==> src/hw/rtl/swm_pkg.sv <==
// Shared types, constants and helpers for the sliding window maximum core.
// No dependencies; every module of the core imports this package.
`timescale 1ns / 1ps

package swm_pkg;

  // Deepest window supported (power of two keeps the history ring simple)
  localparam int MAX_WINDOW = 64;
  localparam int DATA_W     = 32;
  localparam int CFG_W      = 7;
  localparam int WIN_W      = $clog2(MAX_WINDOW + 1);
  localparam int PTR_W      = $clog2(MAX_WINDOW);

  // Configuration port
  localparam int CFG_ADDR_W = 3;
  localparam int CFG_DATA_W = 32;
  localparam logic [CFG_ADDR_W-1:0] REG_WINDOW_SIZE = CFG_ADDR_W'(0);

  // Per-transaction control broadcast to every cell
  typedef struct packed {
    logic [DATA_W-1:0] sample;
    logic              clear;
    logic              shift;
    logic              step;
  } swm_ctl_t;

  // History ring status seen by the top level
  typedef struct packed {
    logic [WIN_W-1:0] fill;
    logic [WIN_W-1:0] fill_nxt;
    logic [PTR_W-1:0] ptr;
  } swm_hist_st_t;

  // Window size as used: zero acts as one, large values saturate
  function automatic logic [WIN_W-1:0] eff_window(input logic [CFG_W-1:0] w);
    int unsigned wi;
    wi = 32'(w);
    if (wi < 1) wi = 1;
    if (wi > MAX_WINDOW) wi = MAX_WINDOW;
    return WIN_W'(wi);
  endfunction

endpackage

==> src/hw/rtl/swm_hist.sv <==
// Sample history ring, write pointer and fill counter.
// Depends on swm_pkg; the leaving sample is prefetched into a register.
`timescale 1ns / 1ps

module swm_hist
  import swm_pkg::*;
(
  input  logic              clk,
  input  logic              rst_n,
  input  logic              step,
  input  logic              clear,
  input  logic [DATA_W-1:0] sample,
  input  logic [WIN_W-1:0]  win_next,  // window size in force for the next transaction
  output logic [DATA_W-1:0] leave_o,   // sample leaving the window on the next step
  output swm_hist_st_t      st_o
);

  logic [DATA_W-1:0] mem [MAX_WINDOW];
  logic [DATA_W-1:0] leave_r;
  logic [PTR_W-1:0]  ptr_r, ptr_nxt, wr_addr, rd_addr;
  logic [WIN_W-1:0]  fill_r, fill_nxt, fill_base;
  logic [PTR_W:0]    rd_sum;

  // Pointer and fill update
  always_comb begin
    wr_addr   = clear ? '0 : ptr_r;
    fill_base = clear ? '0 : fill_r;
    ptr_nxt   = ptr_r;
    fill_nxt  = fill_r;
    if (step) begin
      ptr_nxt  = (wr_addr == PTR_W'(MAX_WINDOW - 1)) ? '0 : wr_addr + 1'b1;
      fill_nxt = (fill_base < WIN_W'(MAX_WINDOW)) ? fill_base + 1'b1 : fill_base;
    end
  end

  // Address of the sample that leaves with the next transaction
  always_comb begin
    rd_sum  = (PTR_W + 1)'(ptr_nxt) + (PTR_W + 1)'(MAX_WINDOW)
              - (PTR_W + 1)'(win_next);
    rd_addr = (rd_sum >= (PTR_W + 1)'(MAX_WINDOW))
              ? PTR_W'(rd_sum - (PTR_W + 1)'(MAX_WINDOW)) : PTR_W'(rd_sum);
  end

  always_ff @(posedge clk) begin
    if (!rst_n) begin
      ptr_r  <= '0;
      fill_r <= '0;
    end else begin
      ptr_r  <= ptr_nxt;
      fill_r <= fill_nxt;
    end
  end

  // Ring storage; a write to the address being read is forwarded
  always_ff @(posedge clk) begin
    if (step) begin
      mem[wr_addr] <= sample;
    end
    if (step && (wr_addr == rd_addr)) begin
      leave_r <= sample;
    end else begin
      leave_r <= mem[rd_addr];
    end
  end

  assign leave_o       = leave_r;
  assign st_o.fill     = fill_r;
  assign st_o.fill_nxt = fill_nxt;
  assign st_o.ptr      = ptr_r;

endmodule

==> config.mk <==
export PLATFORM = sky130hd
export DESIGN_NAME = swm_hist
export DESIGN_NICKNAME = d
export VERILOG_FILES = /design/src/hw/rtl/swm_pkg.sv /design/src/hw/rtl/swm_hist.sv
export SDC_FILE = /design/constraint.sdc
export NUM_CORES = 2
export LEC_CHECK = 0
export BUFFER_PORTS_ARGS = -buffer_cell sky130_fd_sc_hd__buf_2
export CORE_UTILIZATION = 50
export CTS_CLUSTER_SIZE = 14
export DETAILED_ROUTE_END_ITERATION = 8
export GPL_TIMING_DRIVEN = 0
export PLACE_DENSITY_LB_ADDON = 0.05
export SETUP_SLACK_MARGIN = 0.05
export SYNTH_ARGS = -nofsm -noshare
export SYNTH_HDL_FRONTEND = slang
export SYNTH_SLANG_ARGS = --single-unit
==> constraint.sdc <==
create_clock -name clk -period 3.1 [get_ports clk]
set_clock_uncertainty 0.15 [all_clocks]
set_input_delay 0.31 -clock clk [delete_from_list [all_inputs] [get_ports clk]]
set_output_delay 0.31 -clock clk [all_outputs]
set_load 0.01 [all_outputs]
# Word level (Yosys, flattened, before mapping)
# Memories as Yosys holds them, arrays and structs flattened. A register that Yosys moved wholly into a read port is not among the register bits.
# Cells that the tools add are included.
# word_totals
wordCells	20
n_memories	1
output_inout_bits	52
mem_bits_rw	2048
input_bits	43
regBits	13
# op_classes
n_eq_ne	1
n_mux	9
n_lt_le_gt_ge	2
add_sub_neg	5
# mem_list
memory	words	width	read_ports	rd_clocked_by_memory_dff	wr	line	rtl
mem	64	32	1	1	1	swm_hist.sv:18	logic [DATA_W-1:0] mem [MAX_WINDOW];
# op_table
cell	n
2-to-1 mux 6 bit	4
2-to-1 mux 7 bit	3
adder 6 x 7 -> 7 bit (second input constant)	1
adder 7 x 1 -> 7 bit (second input constant)	1
greater-or-equal comparator 7 bit (second input constant)	1
less-than comparator 7 bit (second input constant)	1
subtractor 7 bit	1
adder 6 x 1 -> 6 bit (second input constant)	1
equality test 6 bit (second input constant)	1
subtractor 6 x 1 -> 6 bit (second input constant)	1
2-to-1 mux 1 bit	2

# Depth between registers and ports, before layout
# depth
depth_word	8
mapped_depth	14
mapped_depth_nobuf	12

# Worst setup path before layout
# Ideal clock, no wire load.
# synth_path
path_type	input to register
start	input port step
end	memory mem[5][0] (enable)
n_path_buf	2
t_required_ns	2.529
slack_ns	-0.036
cell_stages	4
arrival_time_ns	2.564
setup_ns	0.421
path_cell_list	clkbuf_1 -> buf_1 -> nand4_1 -> nor2_1
# synth_between
elab_chain_cells	2
# synth_rtl
item	line	rtl
from (decl)	swm_hist.sv:10	input logic step,
2-to-1 mux 1 bit	swm_hist.sv:56	if (step) begin
2-to-1 mux 1 bit (not written as such)	swm_hist.sv:57	mem[wr_addr] <= sample;
to (decl)	swm_hist.sv:18	
# No other way between the ends.

==> metrics.yaml <==
route:
  via_count: 39996
  routed-wl-met3_mm: 22.2
  dr.pass1.iters: 6
  routed-wl-met2_mm: 109
  drt-initial-drc-count: 4478
  wl_per_cell_um: 36.3
  highest_layer: "met5"
  ant_nets: 0
  viasPerCell: 6.38
  routed_wl_mm: 228
  wirelength_met1_mm: 89.3
  drc_errors: 0
synth:
  yosysTopAreaCellShare_pct: 77.9
  synth_top_area_cell: "edfxtp_1"
  ys_async_sr_fraction_pct: 0
  synthSimpleGateAreaFrac_pct: 1.63
  synth_cells: 3458
  yosysSeqAreaShare_pct: 78.4
  synth_compound_area_share_pct: 2.36
  ys_warn_count: 0
  synth_nets: 3509
  synthMuxAreaShare_pct: 16.0
  synthXorXnorAreaFrac_pct: 0.0745
  synthFlopType: "edfxtp_1"
  synth_fa_ha_area_share_pct: 0.136
  synth_cell_types: 51
  synth_area_um2: 78900
  syn_avg_cell_area_um2: 22.8
  synth_edf_count: 2048
  synth_top_family_by_area: "multiplexers"
  ys_ff_latch: 2067
  netlist_top_cells_area: "edfxtp_1 (78%), mux4_2 (15%), mux2i_1 (0.98%)"
cells_and_area:
  nets: 4097
  drive_above_1_share_pct: 39.6
  finalNonFillerCells: 6271
  mostFrequentLayoutCells: "edfxtp_1 (2048), mux4_2 (509), clkbuf_16 (216), buf_4 (172), buf_12 (139)"
  post-route-util_pct: 61.4
  area_growth_pct: 21.7
  layout_commonest_cell: "edfxtp_1"
floorplanning:
  floorplan.rows: 145
  die_area_um2: 159000
  chipHeight_um: 399
  ios: 95
  initial_utilization_pct: 50.5
  core_area_um2: 156000
  die_x_um: 399
global_route:
  grt-ovfl-total: 0
  antenna_found_initial: 10
  grt_first_pass_wirelength_mm: 314
  grt_start_max_net_pins: 65
  track_usage_pct: 28.9
  grt_pass1_vias: 40139
worst_hold_path:
  hold_start: "sample[18]"
  hold_depth: 1
  hp-class: "input port to flop"
  min_to: "mem[25][18]"
critical_path:
  worstPathArrival_ns: 3.46
  rr_worst_depth: 5
  reg2reg_from: "ptr_r[2]"
  r2r-end: "mem[17][14]"
  end_kind: "primary output"
  critPathLaunchType: "flop"
  path_class: "flop to primary output"
  ff2ff_setup_slack_ns: 0.16
  cp_max_fo: 8
  worstPathRequired_ns: 2.64
clock_tree:
  worstSkewPairLatency_ns: 0.83
  cts_tree: "built"
  clockRootBuffer: "clkbuf_16"
  clockBufferDepth: 3
  cts_buffers: 206
  cts.sink_count: 2067
  cts_max_level: 4
  clk_pin_slew_worst_paths_ns: 0.06
job:
  max_cap_viol_count: 0
sta:
  maxSlewViolCount: 0
  finalCritPeriodShare_pct: 126
  fin_crit_ns: 3.92
  setup_viol: 32
  grt_setup_unrepaired: "yes"
  hold_violations: 0
  tightest_slew_ns: 1.47
  relSlewSlack_pct: 2.18
  max_freq_mhz: 255
  setup_slack_ns: -0.820
placed_design:
  gp_congestion: 0.898
  dpl.cell_count: 5679
  preCtsSetupSlack_ns: -2.44
  io_buffers: 92
  hpwl_mm: 146
run_status:
  outcome: "complete, but fails checks"
  violations: "setup timing"
power_and_ir_drop:
  ir_worst_vdd_v: 0.000682
  p_per_area_nw_per_um2: 676
  p_leak_nw: 30.6
-- registers in the layout, indices dropped and copies added, names as in the netlist, named ones only --
name / count
mem: 2048
ptr_r: 6
fill_r: 7
-- what timing repair did --
action | 4_1_cts | 5_1_grt
endpoints found under the setup margin | 1247 | 382
pin swaps | 75 | 58
gates resized for setup | 626 | 119
buffers inserted | 116 | 85
hold buffers | 8 | 2
endpoints found under the hold margin | 19 | 68
gates cloned | 11 | 5
-- worst max-delay path by stage --
stage | start | endpoint | slack (ns) | depth (start not counted)
after floorplan | step | mem[5][0] | -0.04 | 4
after global placement | step | mem[61][14] | -2.90 | 5
after detailed placement | flop | leave_o[8] | -2.44 | 9
after CTS | flop | leave_o[26] | -0.82 | 7
after global routing | flop | leave_o[8] | -0.84 | 10
final | flop | leave_o[2] | -0.82 | 10
-- critical path, stage by stage (launching register included) --
cell     delay, ns
dfxtp_4       0.52
buf_12        0.24
buf_16        0.20
buf_12        0.15
buf_6         0.10
mux4_2        0.20
o22ai_4       0.11
nor4_4        0.52
nor2_4        0.13
a21oi_4       0.24
buf_6         0.13
-- cells in the mapped netlist (7+ instances only) --
library cell / n
nor3_1: 15
ha_1: 7
a211oi_1: 9
mux2i_1: 77
o22ai_1: 119
nor4_1: 25
mux2_2: 32
nand2b_1: 13
edfxtp_1: 2048
nor2_1: 117
clkbuf_1: 54
buf_6: 11
buf_2: 57
nand2_1: 52
a221o_1: 9
o211ai_1: 24
o22a_1: 12
buf_1: 8
mux4_2: 509
inv_1: 14
o221ai_1: 17
nand3_1: 9
dfxtp_1: 19
o21ai_0: 32
a31oi_1: 7
and2_1: 12
buf_4: 58
nor2b_1: 14
a21oi_1: 40
-- metrics by stage --
step	total power, mW	hold WS [ns]	cell area [µm²]	TNS (ns)
5_1_grt	66.5	0.0865	96000	-23.87
6_report	64.9	0.113	96000	-21.96
2_1_floorplan	35.6	0.259	78900	-8.39
3_5_place_dp	38.9	0.442	83900	-772.13
3_3_place_gp	38.7	0.403	82000	-4901.99
4_1_cts	64.6	0.0519	94700	-28.99
-- per-layer routing --
| layer | GRT usage, % | vias to the layer above |
|---|---|---|
| li1 | - | 15994 |
| met1 | 41.0 | 21651 |
| met2 | 45.6 | 2026 |
| met3 | 5.97 | 315 |
| met4 | 8.44 | 10 |
| met5 | 0 | - |
-- where the power goes --
group          switching, mW  leakage [nW]  total (mW)  internal, mW
combinational           5.41          8.81        9.77          4.36
clock                   10.4          3.24        24.3          13.9
sequential            0.0460          18.6        30.8          30.8
total                   15.8          30.6        64.9          49.1
-- cell type report --
class	instances	area, µm²
inverters	14	52.6
clock buffers	247	5420
flip-flops and latches	2067	61900
repair buffers	389	4410
fillers	10706	60400
multi-input cells	1190	18100
diodes	2	5.00
clock inverters	126	1140
well taps	2058	2570
plain buffers	178	2420
-- logic make-up after synthesis --
group,Yosys count
AO/OA/AOI/OAI,284
XOR/XNOR,5
adder cells (fa/ha/maj),8
buffers and inverters,202
flip-flops,2067
multiplexers,618
AND/OR/NAND/NOR,274
No activity file was read; power rests on OpenSTA's default activity.
