File: config.mk
export PLATFORM = sky130hd
export DESIGN_NAME = swm_cell
export DESIGN_NICKNAME = d
export VERILOG_FILES = /design/src/hw/rtl/swm_pkg.sv /design/src/hw/rtl/swm_cell.sv
export SDC_FILE = /design/constraint.sdc
export NUM_CORES = 1
export LEC_CHECK = 0
export BUFFER_PORTS_ARGS = -buffer_cell sky130_fd_sc_hd__buf_4
export CORE_MARGIN = 4
export CORE_UTILIZATION = 39
export DETAILED_ROUTE_END_ITERATION = 10
export GPL_ROUTABILITY_DRIVEN = 0
export MAX_ROUTING_LAYER = met4
export PLACE_DENSITY = 0.74
export SYNTH_ARGS = -nofsm -noshare
export SYNTH_HDL_FRONTEND = slang
export SYNTH_SLANG_ARGS = --single-unit
export TNS_END_PERCENT = 50
File: constraint.sdc
create_clock -name clk -period 2.5 [get_ports clk]
set_input_delay 0.125 -clock clk [delete_from_list [all_inputs] [get_ports clk]]
set_output_delay 0.125 -clock clk [all_outputs]
set_load 0.01 [all_outputs]
File: src/hw/rtl/swm_pkg.sv
// Shared types, constants and helpers for the sliding window maximum core.
// No dependencies; every module of the core imports this package.
`timescale 1ns / 1ps

package swm_pkg;

  // Deepest window supported (power of two keeps the history ring simple)
  localparam int MAX_WINDOW = 64;
  localparam int DATA_W     = 32;
  localparam int CFG_W      = 7;
  localparam int WIN_W      = $clog2(MAX_WINDOW + 1);
  localparam int PTR_W      = $clog2(MAX_WINDOW);

  // Configuration port
  localparam int CFG_ADDR_W = 3;
  localparam int CFG_DATA_W = 32;
  localparam logic [CFG_ADDR_W-1:0] REG_WINDOW_SIZE = CFG_ADDR_W'(0);

  // Per-transaction control broadcast to every cell
  typedef struct packed {
    logic [DATA_W-1:0] sample;
    logic              clear;
    logic              shift;
    logic              step;
  } swm_ctl_t;

  // History ring status seen by the top level
  typedef struct packed {
    logic [WIN_W-1:0] fill;
    logic [WIN_W-1:0] fill_nxt;
    logic [PTR_W-1:0] ptr;
  } swm_hist_st_t;

  // Window size as used: zero acts as one, large values saturate
  function automatic logic [WIN_W-1:0] eff_window(input logic [CFG_W-1:0] w);
    int unsigned wi;
    wi = 32'(w);
    if (wi < 1) wi = 1;
    if (wi > MAX_WINDOW) wi = MAX_WINDOW;
    return WIN_W'(wi);
  endfunction

endpackage

File: src/hw/rtl/swm_cell.sv
// One slot of the candidate chain: holds a value and a valid bit.
// Depends on swm_pkg; instantiated in a row by the top level.
`timescale 1ns / 1ps

module swm_cell
  import swm_pkg::*;
(
  input  logic              clk,
  input  logic              rst_n,
  input  swm_ctl_t          ctl,
  input  logic              head,      // tied high on the first cell
  input  logic [DATA_W-1:0] up_val,    // value of the next cell toward the tail
  input  logic              up_ge,     // that cell survives the pop
  input  logic              dn_ge,     // previous cell survives the pop
  output logic [DATA_W-1:0] val_o,
  output logic [DATA_W-1:0] val_nxt_o,
  output logic              valid_o,
  output logic              ge_o
);

  logic [DATA_W-1:0] val_r, val_nxt;
  logic              valid_r, valid_nxt;
  logic [DATA_W-1:0] src_val;
  logic              keep, prev_keep;

  // Survives the pop: valid, no frame clear, and not below the sample
  assign ge_o = valid_r && !ctl.clear && !($signed(val_r) < $signed(ctl.sample));

  // On a shift (head drop or full chain) every cell takes its tail-side neighbor's place
  always_comb begin
    src_val   = ctl.shift ? up_val : val_r;
    keep      = ctl.shift ? up_ge  : ge_o;
    prev_keep = head || (ctl.shift ? ge_o : dn_ge);
    val_nxt   = val_r;
    valid_nxt = valid_r;
    if (ctl.step) begin
      if (keep) begin
        val_nxt   = src_val;
        valid_nxt = 1'b1;
      end else if (prev_keep) begin
        // first free slot after the kept prefix takes the new sample
        val_nxt   = ctl.sample;
        valid_nxt = 1'b1;
      end else begin
        valid_nxt = 1'b0;
      end
    end
  end

  always_ff @(posedge clk) begin
    if (!rst_n) begin
      valid_r <= 1'b0;
    end else begin
      valid_r <= valid_nxt;
    end
  end

  always_ff @(posedge clk) begin
    val_r <= val_nxt;
  end

  assign val_o     = val_r;
  assign val_nxt_o = val_nxt;
  assign valid_o   = valid_r;

endmodule

== Word-level counts from Yosys, hierarchy flattened ==
Cells that the tools add are included.

* $add $sub $neg: 0
* Multiply operators: 0
* Div/mod/pow operators: 0
* $lt $le $gt $ge: 1
* Eq/ne operators: 0
* Shifts and indexed selects: 0
* Multiplexer cells: 8
* Bitwise operators: 0
* Reductions and logical operators: 5

{| class="wikitable"
|+ Operators with widths
! operator !! count
|-
| $mux 32 || 4
|-
| $lt 32x32->1 || 1
|-
| $mux 1 || 4
|-
| $logic_and 1x1->1 || 2
|-
| $logic_not 1->1 || 2
|-
| $logic_or 1x1->1 || 1
|}

* Register bits after elaboration: 33
* Bits in latches: 0
* RAM bits: 0
* Bits in read-only memories: 0
* Bits of input ports: 72
* Output and inout bits: 66
* Logic and storage cells: 16
* Memories kept: 0

== Logic depth before layout (Yosys ltp) ==
Gate-level depths: netlist of run 1.

* Word-level depth: 8
* Depth in mapped cells: 11
* Depth with buffers taken out: 10

== Worst setup path after synthesis of run 1 ==
Ideal clock, no wire load.

* Path kind: register to register
* Start point: register val_r[11], in the netlist val_o[11]
* End point: register val_r[10], in the netlist val_o[10]
* Setup time: 0.153 ns
* Arrival time: 2.450 ns
* Required time: 2.347 ns
* Setup slack: -0.103 ns
* Stages on the path, launching flop included: 11
* Path buffers: 1
* Clock period less this slack: 2.603 ns
* Cells stage by stage: dfxtp_1 > ha_1 > a21oi_1 > o21ai_0 > a2111oi_0 > o21ai_1 > a21o_1 > a31oi_2 > buf_2 > o22ai_1 > a211oi_1

* Cells in the longest elaborated chain, start to end: 8
* Elaborated cells between the ends (all ways): 9
* Classes of those cells: order compare: 1; mux: 5; reduce/logical: 3

{| class="wikitable"
|+ Ends and longest elaborated chain
! what !! RTL line !! source
|-
| start, declared || swm_cell.sv:21 || <nowiki>logic [DATA_W-1:0] val_r, val_nxt;</nowiki>
|-
| start signal, assigned || swm_cell.sv:59 || <nowiki>val_r <= val_nxt;</nowiki>
|-
| $lt 32x32->1 * || swm_cell.sv:27 || <nowiki>assign ge_o = valid_r && !ctl.clear && !($signed(val_r) < $signed(ctl.sample));</nowiki>
|-
| $logic_not 1->1 * || swm_cell.sv:27 ||
|-
| $logic_and 1x1->1 * || swm_cell.sv:27 ||
|-
| $mux 1 || swm_cell.sv:33 || <nowiki>prev_keep = head || (ctl.shift ? ge_o : dn_ge);</nowiki>
|-
| $logic_or 1x1->1 || swm_cell.sv:33 ||
|-
| $mux 32 || swm_cell.sv:40 || <nowiki>end else if (prev_keep) begin</nowiki>
|-
| $mux 32 * || swm_cell.sv:37 || <nowiki>if (keep) begin</nowiki>
|-
| $mux 32 * || swm_cell.sv:36 || <nowiki>if (ctl.step) begin</nowiki>
|-
| net val_nxt_o[10] || swm_cell.sv:16 || <nowiki>output logic [DATA_W-1:0] val_nxt_o,</nowiki>
|}

Mark *: on every way through the listed nets, which the timed path passes. The rest lies on a longest branch.
A chain may end at the register's enable or synchronous reset.

== Worst setup path after layout of run 1 ==
* Start point: register val_r[11], in the netlist val_o[11]
* End point: output val_nxt_o[15]

* Cells in the longest elaborated chain, start to end: 8
* Elaborated cells between the ends (all ways): 9
* Classes of those cells: order compare: 1; mux: 5; reduce/logical: 3

{| class="wikitable"
|+ Ends and longest elaborated chain
! what !! RTL line
|-
| $lt 32x32->1 * || swm_cell.sv:27
|-
| $logic_not 1->1 * || swm_cell.sv:27
|-
| $logic_and 1x1->1 * || swm_cell.sv:27
|-
| $mux 1 || swm_cell.sv:33
|-
| $logic_or 1x1->1 || swm_cell.sv:33
|-
| $mux 32 || swm_cell.sv:40
|-
| $mux 32 * || swm_cell.sv:37
|-
| $mux 32 * || swm_cell.sv:36
|-
| end, declared || swm_cell.sv:16
|}

Mark *: on every way between the ends. The rest lies on a longest branch, timed or not.

==> results by stage, run 1 <==
Critical path:
- Together, buffers and inverters on the worst path number 4.
- STA puts the critical path data required time at roughly 2.4 ns.
- The most critical setup path has its startpoint at val_o[11].
- The number of cells on the worst reg-to-reg path is 13.
- The worst setup path is captured at an output port.
- The largest stage delay on the critical path is 0.35 ns.
- Along the worst path, the maximum fanout reaches 6.
- The signal on the critical path passes through ha_1, a21oi_1, o21ai_1, a2111oi_2, o21ai_2, a21o_1, buf_6, a31oi_4, buf_12, buf_6, o22ai_2, a211oi_2, buf_4.
- The slowest stage of the critical path is the sky130_fd_sc_hd__a2111oi_2 cell.
- The path type of the worst setup path is reg -> out.
- STA classifies the critical path startpoint as a flip-flop.
- The critical path crosses 13 cells after its start point.
- Data arrives at the worst endpoint at 3.10 ns.
- The kind of cell adding the most delay to the critical path is compound AO/OA/AOI/OAI gates.
- The most repeated library cell on the critical path is sky130_fd_sc_hd__buf_6.
- In this run the critical register-to-register path is launched from val_o[11].

Yosys:
- The total standard cell area after synthesis is 2240 µm².
- The post-synthesis sequential element count is 33.
- Of the synthesized area, sequential elements account for 0.295.
- The distinct cell type count of the synthesized netlist is 32.
- Among all flip-flop cells after synthesis, the most frequent one is sky130_fd_sc_hd__dfxtp_1.
- After synthesis, the share of flip-flops with an asynchronous set or reset is 0.
- The net count after synthesis is ~380.
- The total number of yosys warnings is 0.
- The number of enable-type register cells in the synthesized netlist is 0.
- The average cell area after synthesis is about 8 µm².
- The number of standard cells after synthesis is 279.

Power:
- The analysis attributes to net switching a power of 0.00135 W.
- The analysis attributes to cell leakage a power of 2.36 nW.
- The sequential cell fraction of total power is 0.221.
- The share of total power dissipated in combinational logic is 0.646.
- Of the total power, the share spent switching nets is 0.386.
- Across the VDD grid, the largest voltage drop is 0.000454 V.
- The fraction of power consumed by the clock network is 0.133.
- The total power density per cell area is about 700 nW/µm².
- Cell internal power was estimated by the tool at 0.00214 W.

Floorplan:
- The initial core utilization is 0.404.
- The boundary pin count is 138.
- The floorplan die height is between 80 and 90 µm.
- The floorplan die area is 7010 µm².
- The die is 83.7 µm wide.
- The placeable core region is 5540 µm².
- The initialized floorplan defines 27 standard-cell rows.

Global route:
- The remaining global-route overflow is 0.
- The number of global-route vias before repair is 3358.
- The maximum number of pins on one net before global-route repair is 24.
- The initial antenna violation count is 0.
- The first global-routing pass estimated 15400 µm of wire.
- The total track usage is 0.274.

STA:
- The worst pin sits at a relative slew slack of 0.581.
- The number of pins with negative max-slew slack in the final report came to 0.
- Between clock sinks in the finished design, the worst skew comes to ~0.016 ns.
- The worst hold margin is 0.0749 ns.
- The post-route minimum period is 3.22 ns.
- Setup repair after global routing could not meet its margin everywhere.
- The number of hold violations in the final report is 0.
- The portion of the clock cycle consumed by the worst path in the final layout is 1.29.
- Once routing completed, OpenROAD measured the worst setup slack at -0.723 ns.
- Setup violations remaining at the end of the flow were counted as 64.
- The maximum clock frequency is 310 MHz.
- The slew at the pin closest to its max-slew limit is between 0.6 and 0.7 ns.

Drt:
- The mean routed wirelength per cell is 19.1 µm.
- Dividing the detail-routed via count by the number of cells gives 5.55.
- The routed length on met2 is between 6000 and 7000 µm.
- The wire length after detailed routing is 11300 µm.
- The routed layout has 3277 vias.
- The first-pass iteration count of the detailed router is 5.
- The met1 wire length is 4270 µm.
- After the first detailed-routing iteration, the DRC count stood at 157.
- For this run, design rule violations remaining after detail routing come to 0.
- Detailed routing placed a total of 689 µm of wire on met3.
- The highest layer used for signal routing is met4.
- The number of routed nets with antenna violations is 0.

Clocking:
- The hold buffer count at CTS is 0.
- After clock tree synthesis, the clock-pin slew on the worst setup and hold paths is 0.08 ns.
- The clock root buffer master is sky130_fd_sc_hd__clkbuf_8.
- The clock tree from TritonCTS is built.
- The insertion delay of the later-clocked pin in the worst-skew pair is about 0.30 ns.
- The clock sink total is 33.
- The total CTS buffers is 5.
- The buffer depth of the longest clock path is 2.
- The H-tree was split into 2 levels.

Status:
- The run finished, with violations left.
- The final reports fail on setup timing.

Placed design:
- The post-place setup slack is -0.393 ns.
- The number of buffers added on ports is between 100 and 150.
- The HPWL after detailed placement is 6750 µm.

Cells and area:
- The area growth from synthesis to layout is 121%.
- In the final layout, the share of cells above drive strength 1 is 0.633.
- The number of antenna diodes in the final layout is 0.
- The net total in the final layout is 620.

Flow run:
- Max-cap violations in this run came to 0.

Hold path:
- The worst min-delay path class is in -> reg.
- Counting instances, the worst hold path has a depth of 2.
- The hold path startpoint is ctl[0].
==> final cells by class <==
cell class / count / area [µm²]
Tap cell: 72 / 90.1
Sequential cell: 33 / 673
Clock buffer: 7 / 96.3
Inverter: 36 / 135
Fill cell: 254 / 588
Timing Repair Buffer: 243 / 2010
Multi-Input combinational cell: 198 / 1950
Clock inverter: 1 / 5.00
==> worst paths after layout <==
kind | to | slack (ns)
max | val_nxt_o[15] | -0.72
min | valid_o | 0.07
max reg2reg | val_o[5] | -0.49
min reg2reg | val_o[23] | 0.69
==> per-stage QoR <==
step | total power [W] | setup TNS, ns | cell area (µm²) | utilization | std cells
floorplan | 0.00150 | 0 | 2390 | - | 279
global placement | 0.00242 | -15.80 | 4090 | 0.738 | 553
global route | 0.00367 | -34.62 | 4950 | 0.894 | 590
CTS | 0.00318 | -17.67 | 4620 | 0.834 | 578
detailed placement | 0.00247 | -17.32 | 4090 | 0.738 | 553
finish | 0.00349 | -29.43 | 4950 | 0.894 | 590
==> layout by cell type (no fill, tap or decap), types with 11 or more instances in the layout <==
cell type and instances:
sky130_fd_sc_hd__buf_4 218, sky130_fd_sc_hd__nor2_1 40, sky130_fd_sc_hd__inv_1 36, sky130_fd_sc_hd__o22ai_1 25
sky130_fd_sc_hd__dfxtp_1 23, sky130_fd_sc_hd__ha_1 20, sky130_fd_sc_hd__a211oi_2 17, sky130_fd_sc_hd__a211oi_4 17
sky130_fd_sc_hd__buf_6 16, sky130_fd_sc_hd__nand2_1 12, sky130_fd_sc_hd__ha_4 11
==> per-layer routing <==
| layer | up-vias | track usage |
|---|---|---|
| met5 | - | - |
| li1 | 1476 | - |
| met3 | 24 | 0.0592 |
| met4 | 0 | 0.0965 |
| met1 | 1598 | 0.297 |
| met2 | 179 | 0.490 |
==> power by group through the flow <==
| stage | logic (W) | registers, W | clock network, W |
|---|---|---|---|
| after floorplan | 0.000651 | 0.000851 | 0 |
| after global placement | 0.00168 | 0.000739 | 0 |
| after detailed placement | 0.00172 | 0.000747 | 0 |
| after CTS | 0.00196 | 0.000755 | 0.000466 |
| after global routing | 0.00240 | 0.000784 | 0.000489 |
| final | 0.00226 | 0.000771 | 0.000465 |
==> kinds of logic after synthesis <==
group / Yosys count / share of synthesized area
flip-flops: 33 / 0.295
multiplexers: 1 / 0.00448
adder cells (fa/ha/maj): 31 / 0.173
AND/OR/NAND/NOR: 66 / 0.128
AO/OA/AOI/OAI: 100 / 0.306
buffers and inverters: 48 / 0.0923
==> timing repair <==
item	in CTS	in global routing
gates cloned	4	1
pin swaps	23	15
setup buffers	13	11
gates resized for setup	50	39
endpoints found under the hold margin	0	0
setup endpoints to repair	64	64
==> flip-flops by register name, indices dropped and copies added, names as in the netlist <==
name / cells
val_o: 32
valid_o: 1
==> cell usage after synthesis (2+ instances only) <==
cell type / instances / area share
sky130_fd_sc_hd__nor2_1: 40 / 0.067
sky130_fd_sc_hd__inv_1: 36 / 0.060
sky130_fd_sc_hd__a211oi_1: 34 / 0.11
sky130_fd_sc_hd__dfxtp_1: 33 / 0.30
sky130_fd_sc_hd__o22ai_1: 32 / 0.090
sky130_fd_sc_hd__ha_1: 31 / 0.17
sky130_fd_sc_hd__a21oi_1: 15 / 0.034
sky130_fd_sc_hd__nand2_1: 12 / 0.020
sky130_fd_sc_hd__o21ai_0: 7 / 0.016
sky130_fd_sc_hd__clkbuf_1: 6 / 0.010
sky130_fd_sc_hd__buf_2: 3 / 0.0067
sky130_fd_sc_hd__buf_6: 3 / 0.015
sky130_fd_sc_hd__nand2b_1: 3 / 0.0084
sky130_fd_sc_hd__a31oi_1: 2 / 0.0056
sky130_fd_sc_hd__nand3_1: 2 / 0.0045
sky130_fd_sc_hd__nand4_1: 2 / 0.0056
sky130_fd_sc_hd__nor2b_1: 2 / 0.0056
sky130_fd_sc_hd__nor3_1: 2 / 0.0045
No activity file was read; power rests on OpenSTA's default activity.
==> run 2: changes to the inputs <==
--- a/config.mk
+++ b/config.mk
@@ -12,6 +12,7 @@
 export GPL_ROUTABILITY_DRIVEN = 0
 export MAX_ROUTING_LAYER = met4
 export PLACE_DENSITY = 0.74
+export REMOVE_ABC_BUFFERS = 1
 export SYNTH_ARGS = -nofsm -noshare
 export SYNTH_HDL_FRONTEND = slang
 export SYNTH_SLANG_ARGS = --single-unit
==> run 2 against run 1 <==
The flow still finishes with violations (setup timing). Maximum frequency rose by 1.2%. Largest cell class unchanged. Largest power group unchanged. Highest routed layer unchanged. Clock power fell by 11%. Utilization fell by 1.2 points. Wire length fell by 9.0%. Global-route usage fell by 0.69 points. Final area fell by 1.4%. Combinational power fell by 2%. Flip-flop and latch count did not move.
==> results by stage, run 2 (synthesis results as in run 1) <==
Critical path:
- The highest fanout seen on the critical path is 6 (unchanged).
- The worst path arrival time is 3.06 ns (-0.04 ns).
- Walking the worst path, the cells encountered are ha_1, and4_1, a2111oi_2, o21ai_1, a21o_1, a2111o_1, o41ai_4, buf_6, buf_12, a211oi_4, buf_4.
- The reg-to-reg setup timing slack is -0.47 ns (+0.02 ns).
- The critical path is of the reg -> out type.
- The buffers plus inverters on the worst setup path was 3 (-1).
- The type of destination of the critical path is an output port.
- The critical path required time is 2.38 ns (about the same).
- The origin of the critical flop-to-flop path is val_o[13].
- The worst-path cell with the longest stage delay is sky130_fd_sc_hd__a2111o_1.
- The largest stage delay on the critical path is 0.47 ns (+0.12 ns).
- Tracing the worst setup path back leads to its startpoint at val_o[13].
- The worst setup path is launched from a flip-flop.
- In this design, the largest share of critical-path delay is due to compound AO/OA/AOI/OAI gates.

Cells and area:
- The fraction of layout cells with a size suffix above 1 is 0.604 (-0.0290).
- The most common library cell in the layout ignoring fill and taps is sky130_fd_sc_hd__buf_4.
- The storage element area is 668 µm² (-0.74%).
- The flip-flop count of the largest register after layout is 32 (unchanged).
- The net total in the final layout came to 621 (+0.16%).
- From synthesis to final layout, the design area changed by 118%.
- The area taken by multi-input logic gates is 1890 µm² (-2.8%).
- The top cell types in the final layout, fill and taps aside, are sky130_fd_sc_hd__buf_4, sky130_fd_sc_hd__nor2_1, sky130_fd_sc_hd__inv_1.
- The count of antenna diodes in the layout was 0 (unchanged).
- The count of fill cells added during filler insertion came to 284 (+12%).
- The post-layout utilization of the core is 0.882 (-0.0122).

STA:
- The slew at the pin closest to its max-slew limit came to 0.518 ns (-0.108 ns).
- The final setup violation count was 65 (+1.6%).
- The number of pins with negative max-slew slack in the final report was 0 (unchanged).
- The number of hold violations in the final report is 0 (unchanged).
- The largest clock skew in the final design came to 0.00658 ns (-0.00937 ns).
- The worst hold margin was 0.0454 ns (-0.0295 ns).
- The maximum clock frequency came to 314 MHz (+1.2%).
- The final worst setup slack is -0.685 ns (+0.0386 ns).
- Setup repair after global routing could not meet its margin everywhere.
- The worst max-slew margin expressed relative to the limit was 0.650 (+0.0689).
- The post-route minimum period is 3.18 ns (-0.0386 ns).
- The portion of the clock cycle consumed by the worst path in the final layout is 1.27 (-0.0154).

Clocking:
- The clock transition at the registers of the reported paths is 0.07 ns (about the same).
- The buffer depth of the longest clock path was 2 (unchanged).
- The total CTS buffers is 5 (unchanged).
- The clock sink total came to 33 (unchanged).
- The root buffer cell chosen for the clock tree is sky130_fd_sc_hd__clkbuf_8.
- The clock tree from TritonCTS is built.
- The count of H-tree levels built during CTS is 2 (unchanged).
- The insertion delay of the later-clocked pin in the worst-skew pair is 0.28 ns (-0.02 ns).

Placed design:
- The detailed placer's ending HPWL is 6360 µm (-5.8%).
- The number of buffers added on ports is 137 (unchanged).

Global route:
- The initial antenna violation count is 0 (unchanged).
- The number of global-route vias before repair is 3259 (-2.9%).
- The total track usage is 0.267 (-0.00695).
- The highest-utilization routing layer at the global route stage is met2.
- The routing usage on met2 is 0.500 (+0.0101).
- The met1 track demand over resource in global routing is 0.287 (-0.00959).
- The met3 track utilization from global routing is 0.0395 (-0.0197).
- The remaining global-route overflow came to 0 (unchanged).
- The first-pass GRT wire length is 15100 µm (-2.2%).
- The maximum number of pins on one net before global-route repair came to 33 (+38%).

Floorplan:
- The floorplan die area was 7010 µm² (unchanged).
- The initial core utilization is 0.404 (unchanged).
- The standard-cell row count came to 27 (unchanged).
- The placeable core region was 5540 µm² (unchanged).
- The overall die width is 83.7 µm (unchanged).
- The boundary pin count is 138 (unchanged).
- The floorplan die height came to 83.7 µm (unchanged).

Power:
- The proportion of power drawn by combinational gates is 0.655 (+0.009).
- The total power density per cell area is 693 nW/µm² (-1.8%).
- The post-route total power is 0.00338 W (-3.1%).
- The worst voltage drop across the vdd grid came to 0.000456 V (+0.49%).
- The switching power as a share of total power came to 0.381 (-0.00491).
- The reported leakage power is 2.38 nW (+0.47%).
- The switching power total is 0.00129 W (-4.3%).
- The fraction of power consumed by the clock network was 0.123 (-0.010).
- The internal power component was 0.00209 W (-2.3%).
- The sequential cell fraction of total power was 0.222 (about the same).

Status:
- The final reports fail on setup timing.
- The flow ran to the end, but the final reports show violations.

Drt:
- The number of vias per cell is 5.40 (-2.8%).
- The first-pass iteration count of the detailed router is 5 (unchanged).
- The wire length after detailed routing came to 10200 µm (-9.0%).
- The iteration-0 DRC count of the detailed router is 160 (+1.9%).
- The number of routed nets with antenna violations came to 0 (unchanged).
- The post-detailed-route DRC marker count is 0 (unchanged).
- The mean routed wirelength per cell is 17.4 µm (-9.0%).
- The count of vias placed by the detailed router is 3185 (-2.8%).

Hold path:
- The worst min-delay path class is in -> reg.
- The worst hold path begins at ctl[0].

Flow run:
- The max-cap check violation count was 0 (unchanged).
-- run 2: cell types whose count changed in the layout (fill, tap and decap cells not counted), sizes merged --
| cell | before | now |
|---|---|---|
| clkbuf | 7 | 9 |
| buf | 243 | 242 |
| clkinv | 1 | 0 |
-- run 2: area by class of cell --
class | count | area share
Tap cell | 72 | 0.0184
Clock buffer | 7 | 0.0177
Timing Repair Buffer | 244 | 0.412
Inverter | 36 | 0.0277
Sequential cell | 33 | 0.137
Multi-Input combinational cell | 198 | 0.387
-- run 2: power by group through the flow --
stage	clock [W]	combinational, W	sequential (W)
2_1_floorplan	0	0.000563	0.000849
3_5_place_dp	0	0.00167	0.000742
3_3_place_gp	0	0.00164	0.000735
6_report	0.000416	0.00222	0.000751
4_1_cts	0.000417	0.00201	0.000738
5_1_grt	0.000443	0.00237	0.000767
-- run 2: per-stage QoR --
step | TNS [ns] | worst slack [ns] | cells | area (µm²)
global route | -37.24 | -0.787 | 590 | 4880
CTS | -24.05 | -0.579 | 581 | 4620
finish | -31.15 | -0.685 | 590 | 4880
detailed placement | -23.09 | -0.485 | 555 | 3950
global placement | -18.17 | -0.378 | 555 | 3950
floorplan | -47.64 | -0.758 | 267 | 2160
-- run 2: per-layer routing --
metal | vias to the layer above | wire (µm)
li1 | 1484 | -
met1 | 1510 | 3950
met2 | 159 | 5410
met3 | 32 | 567
met4 | 0 | 314
met5 | - | 0
-- run 2: path summary, 6_finish.rpt --
kind,end,cells after the start
hold / removal,valid_o,2
hold reg to reg,valid_o,2
setup / recovery,val_nxt_o[30],11
setup reg to reg,val_o[30],12
-- run 2: repair_timing --
action / 4_1_cts / 5_1_grt
setup endpoints to repair: 64 / 65
buffers inserted: 17 / 6
gates resized for setup: 74 / 28
gates cloned: 2 / 3
hold buffers: 0 / 0
pin swaps: 37 / 17
